===== src/hdl/tagged_runtime_stack_core_assert.svh =====
// Assertion macros shared by the tagged runtime stack modules.
// Needs nothing else; the checks compile away when SYNTH is defined.
`ifndef TAGGED_RUNTIME_STACK_CORE_ASSERT_SVH
`define TAGGED_RUNTIME_STACK_CORE_ASSERT_SVH
`ifndef SYNTH
// check held while reset is low
`define TRS_ASSERT(lbl, clk, rst, prop) \
  lbl: assert property (@(posedge clk) disable iff (rst) (prop)) \
    else $error("tagged stack check failed");
// check held on every edge, reset included
`define TRS_ASSERT_ALWAYS(lbl, clk, prop) \
  lbl: assert property (@(posedge clk) (prop)) \
    else $error("tagged stack check failed");
`else
`define TRS_ASSERT(lbl, clk, rst, prop)
`define TRS_ASSERT_ALWAYS(lbl, clk, prop)
`endif
`endif


===== src/hdl/trs_pkg.sv =====
// Shared types and codes for the tagged runtime stack.
// Used by trs_ctrl, trs_dpath and tagged_runtime_stack_core; depends on nothing.
package trs_pkg;

  // stream widths (fields packed from bit 0, padded to bytes)
  localparam int IN_DATA_W  = 88;
  localparam int OUT_DATA_W = 88;
  localparam int KIND_W     = 2;
  localparam int ENTRY_W    = 66;

  // request codes
  typedef enum logic [2:0] {
    REQ_PUSH  = 3'd0,
    REQ_POP   = 3'd1,
    REQ_PEEK  = 3'd2,
    REQ_READ  = 3'd3,
    REQ_WRITE = 3'd4,
    REQ_CUT   = 3'd5,
    REQ_DEPTH = 3'd6,
    REQ_WALK  = 3'd7
  } req_e;

  // status codes
  localparam logic [2:0] ST_OK       = 3'd0;
  localparam logic [2:0] ST_OVERFLOW = 3'd1;
  localparam logic [2:0] ST_UNDERFLW = 3'd2;
  localparam logic [2:0] ST_RANGE    = 3'd3;
  localparam logic [2:0] ST_NOT_INT  = 3'd4;
  localparam logic [2:0] ST_CORRUPT  = 3'd5;

  // value kinds
  localparam logic [1:0] KIND_INT  = 2'd0;
  localparam logic [1:0] KIND_REAL = 2'd1;
  localparam logic [1:0] KIND_BOOL = 2'd2;

  // controller to datapath
  typedef struct packed {
    logic take;    // latch the incoming transaction
    logic decode;  // check request, do writes, start read or finish
    logic rdata;   // finish a pop, peek or read from read data
    logic walk;    // one chain-walk level from read data
  } cmd_t;

  // datapath to controller
  typedef struct packed {
    logic out_free;   // output register can take a result
    logic need_read;  // decoded request needs a memory read
    logic is_walk;    // latched request is a chain walk
    logic walk_more;  // current level passed and more levels remain
  } sts_t;

endpackage


===== src/hdl/trs_ctrl.sv =====
// Sequencer for the tagged runtime stack: accepts requests and steps the datapath.
// Depends on trs_pkg and tagged_runtime_stack_core_assert.svh.
`include "tagged_runtime_stack_core_assert.svh"
module trs_ctrl (
  input  logic          clk,
  input  logic          rst,
  input  logic          s_tvalid,
  output logic          s_tready,
  input  trs_pkg::sts_t sts,
  output trs_pkg::cmd_t cmd
);
  import trs_pkg::*;

  typedef enum logic [1:0] {S_IDLE, S_DEC, S_RDATA, S_WALK} state_t;

  state_t state;

  assign s_tready = (state == S_IDLE);

  // commands; finishing steps wait for a free output register
  always_comb begin
    cmd.take   = (state == S_IDLE) && s_tvalid;
    cmd.decode = (state == S_DEC) && sts.out_free;
    cmd.rdata  = (state == S_RDATA) && sts.out_free;
    cmd.walk   = (state == S_WALK) && (sts.walk_more || sts.out_free);
  end

  // state register
  always_ff @(posedge clk) begin
    if (rst) begin
      state <= S_IDLE;
    end else begin
      case (state)
        S_IDLE: begin
          if (s_tvalid) state <= S_DEC;
        end
        S_DEC: begin
          if (sts.out_free) begin
            if (!sts.need_read) state <= S_IDLE;
            else if (sts.is_walk) state <= S_WALK;
            else state <= S_RDATA;
          end
        end
        S_RDATA: begin
          if (sts.out_free) state <= S_IDLE;
        end
        S_WALK: begin
          if (!sts.walk_more && sts.out_free) state <= S_IDLE;
        end
        default: state <= S_IDLE;
      endcase
    end
  end

  `TRS_ASSERT(a_cmd_onehot, clk, rst, $onehot0({cmd.take, cmd.decode, cmd.rdata, cmd.walk}))
  `TRS_ASSERT(a_take_to_dec, clk, rst, cmd.take |=> (state == S_DEC))
  `TRS_ASSERT(a_rdata_entry, clk, rst, (state == S_RDATA) |-> ($past(state) == S_DEC || $past(state) == S_RDATA))
  `TRS_ASSERT(a_idle_quiet, clk, rst, s_tready |-> !(cmd.decode || cmd.rdata || cmd.walk))

endmodule


===== config.mk =====
export PLATFORM = sky130hd
export DESIGN_NAME = trs_ctrl
export DESIGN_NICKNAME = d
export VERILOG_FILES = /design/src/hdl/trs_pkg.sv /design/src/hdl/trs_ctrl.sv
export VERILOG_INCLUDE_DIRS = /design/src /design/src/hdl
export SDC_FILE = /design/constraint.sdc
export NUM_CORES = 1
export LEC_CHECK = 0
export ABC_AREA = 1
export BUFFER_PORTS_ARGS = -buffer_cell sky130_fd_sc_hd__buf_2
export CELL_PAD_IN_SITES_DETAIL_PLACEMENT = 0
export CELL_PAD_IN_SITES_GLOBAL_PLACEMENT = 1
export CORE_AREA = 2 2 39 41
export CTS_CLUSTER_DIAMETER = 120
export DETAILED_ROUTE_END_ITERATION = 12
export DIE_AREA = 0 0 41 43
export GPL_ROUTABILITY_DRIVEN = 0
export PLACE_DENSITY_LB_ADDON = 0.1
export SLEW_MARGIN = 0
export SYNTH_ARGS = -nofsm -noshare
export SYNTH_HDL_FRONTEND = slang
export SYNTH_SLANG_ARGS = --single-unit

===== constraint.sdc =====
create_clock -name clk -period 1.1 [get_ports clk]
set_input_delay 0.33 -clock clk [delete_from_list [all_inputs] [get_ports clk]]
set_output_delay 0.33 -clock clk [all_outputs]
set_load 0.02 [all_outputs]

==> results by group <==
Timing
  – Max Slew Vio Count: 0
  – Final period util: 117.9%
  – Actual slew at the worst max-slew pin: 0.1902 ns
  – Final min period: 1.297 ns
  – Clock skew: 0.001943 ns
  – Final setup fails: 5
  – Slew margin rel.: 87.31%
  – F_max: 0.7709 GHz
  – RSZ-0062 raised after global routing: yes
  – Final worst slack: -0.1972 ns
  – WHS: 0.3930 ns
  – Final Hold Vio Count: 0

Detailed routing
  – Drt initial violations: 1
  – Final Routed Wirelength: 624 um
  – Vias: 269
  – DRT Pass-1 Iters: 2
  – Residual DRC count: 0
  – Avg Vias per Cell: 4.015
  – DR WL/cell: 9.313 um
  – Detail Route Antenna Nets: 0

Yosys
  – Synth Register Bits: 2
  – Yosys warns: 0
  – Netlist cell types: 13
  – Post-Syn Area: 178.9 um2
  – Multiplexer share of the synthesized area: 0%
  – Largest cells by area after synthesis: dfxtp_1, nand2_1, nand3_2
  – Post-Syn Instances: 29
  – Post-synthesis sequential area ratio: 22.38%
  – Synth Area in Compound Gates: 5.594%
  – Synth Area in Simple Gates: 55.24%
  – Area leader, netlist: dfxtp_1
  – XOR/XNOR share of the synthesized area: 0%
  – Net Count, Synth: 36
  – Post-synthesis adder-cell area fraction: 0%
  – Synth Area per Inst: 6.170 um2
  – Post-synth top area share: 22.38%
  – Main combinational cell family by area after synthesis: simple AND/OR/NAND/NOR gates

Final layout
  – Max reg flops: 2
  – Final nets: 60
  – Largest registers: state (2)
  – Layout Area Growth over Synthesis: 125.2%
  – Commonest non-fill, non-tap cells in the layout: buf_4, buf_2, nand2_1, buf_6
  – Fillcell total: 155
  – Most flops, register: state
  – Ant. Diodes: 0
  – Share of cells above drive strength 1: 76.47%
  – Util after Layout: 29.11%
  – Design area: 402.9 um2
  – Most common cell after layout, fill and taps aside: buf_4

Job
  – Max-cap viol count: 0

Global routing
  – Initial antenna violation count: 0
  – Vias in the first global route: 239
  – Met3 Use GR: 6.283%
  – Met1 Use GR: 8.599%
  – Gr ovfl total: 0
  – Gr busiest metal: met2
  – Total track usage: 8.909%
  – First-pass GRT wire length: 1000 um
  – Largest net degree at the start of global routing: 6
  – Met2 Use GR: 13.75%

Clock tree
  – Post-CTS Hold Buffers: 0
  – Cts bufs inserted: 3
  – Clock root buffer: clkbuf_4
  – Clock transition at path regs: 0.03 ns
  – Worst skew pair latency: 0.23 ns
  – Clk buf depth: 2
  – Sink Count: 2
  – CTS H-Tree Depth: 1
  – CTS tree: done

Floorplan
  – Core Area: 0.001384 mm2
  – Chip Width: 41 um
  – Die Area: 0.001763 mm2
  – Ports: 12
  – Site Rows: 14
  – Starting Density: 12.93%
  – Chip Height: 43 um

Worst setup path
  – Peak per-stage delay on the critical path: 0.38 ns
  – Crit-path leading delay family: flip-flops
  – Critical path, cell by cell: inv_4 > nor3_4 > buf_6
  – CP Data Arrival Time: 0.97 ns
  – Slowest CP cell: dfxtp_4
  – Worst EP required: 0.77 ns
  – Crit end category: output pin
  – Crit-path max FO: 5
  – Startpoint Class: flop
  – Setup CP Type: flop to output pin
  – Worst Path Buf+Inv: 2

Power and ir drop
  – Total leakage power: 0.1954 nW
  – Pwr/cell area: 1303 mW/mm2
  – VDD IR max: 0.0004479 V

Min path
  – Worst hold path class: primary input to flop

Placement
  – DP Wirelength: 494.1 um
  – Cell area after placement: 315.3 um2
  – PortBufs: 11

Run status
  – Outcome: complete, but fails checks
  – Failing checks: setup timing
[power breakdown]
| part | total [mW] | internal [mW] | switching (mW) |
|---|---|---|---|
| combinational | 0.263 | 0.136 | 0.127 |
| clock | 0.164 | 0.120 | 0.0433 |
| sequential | 0.0980 | 0.0837 | 0.0143 |
| total | 0.525 | 0.340 | 0.185 |
[worst paths after layout]
kind	start	endpoint	slack, ns	cells past startpoint
max	state[1]	cmd[1]	-0.20	3
min	rst	state[0]	0.39	4
max reg2reg	state[0]	state[0]	0.02	8
min reg2reg	state[1]	state[1]	0.68	3
[cells in the mapped netlist]
cell type and number:
nand3_1 2, inv_2 2, inv_1 2, nor2_2 2, nand2_1 6, dfxtp_1 2
buf_6 1, nand3_2 2, a21oi_1 2, nand2_2 1, clkinv_1 1, nor2_1 2
nor3_1 4
[metal layers]
metal,routed length [um],share of wire [%],vias to the layer above
met5,0,0,-
met4,0,0,0
met3,54,8.7,0
met2,315,50,9
met1,253,41,124
li1,-,-,136
[repair_timing]
action | CTS | global route
cloned | 0 | 0
gates resized for setup | 13 | 2
pin swaps | 4 | 2
setup buffers | 2 | 1
setup endpoints to repair | 5 | 6
[worst min-delay path, cell delays in order]
cell and delay, ns:
buf_2 0.08, clkinv_1 0.06, nand2_1 0.08, nor2_2 0.03
[cell families (layout without fill, tap and decap cells)]
logic type	after synthesis	count (layout)
buffers and inverters	6	28
and+or+nand+nor	19	19
DFF	2	2
AOI/OAI and AO/OA	2	2
[final cells by class]
type | count | area (um2) | share of cell area, %
inverter | 5 | 21.27 | 5.280
multi-input combinational | 21 | 143.9 | 35.71
tap | 16 | 20.02 | 4.969
sequential | 2 | 45.04 | 11.18
timing repair buffer | 20 | 150.1 | 37.27
clock buffer | 3 | 22.52 | 5.590
[through the flow]
| step | instances | setup TNS [ns] | worst slack [ns] | total power, mW |
|---|---|---|---|---|
| floorplan | 29 | -0.07901 | -0.03951 | 0.2285 |
| finish | 67 | -0.8967 | -0.1972 | 0.5251 |
| detailed placement | 61 | -0.1464 | -0.05337 | 0.3002 |
| global route | 67 | -1.297 | -0.2592 | 0.5789 |
| global placement | 61 | -0.06901 | -0.02919 | 0.2979 |
| CTS | 66 | -0.9498 | -0.2188 | 0.5259 |
(Power assumes the default switching activity.)
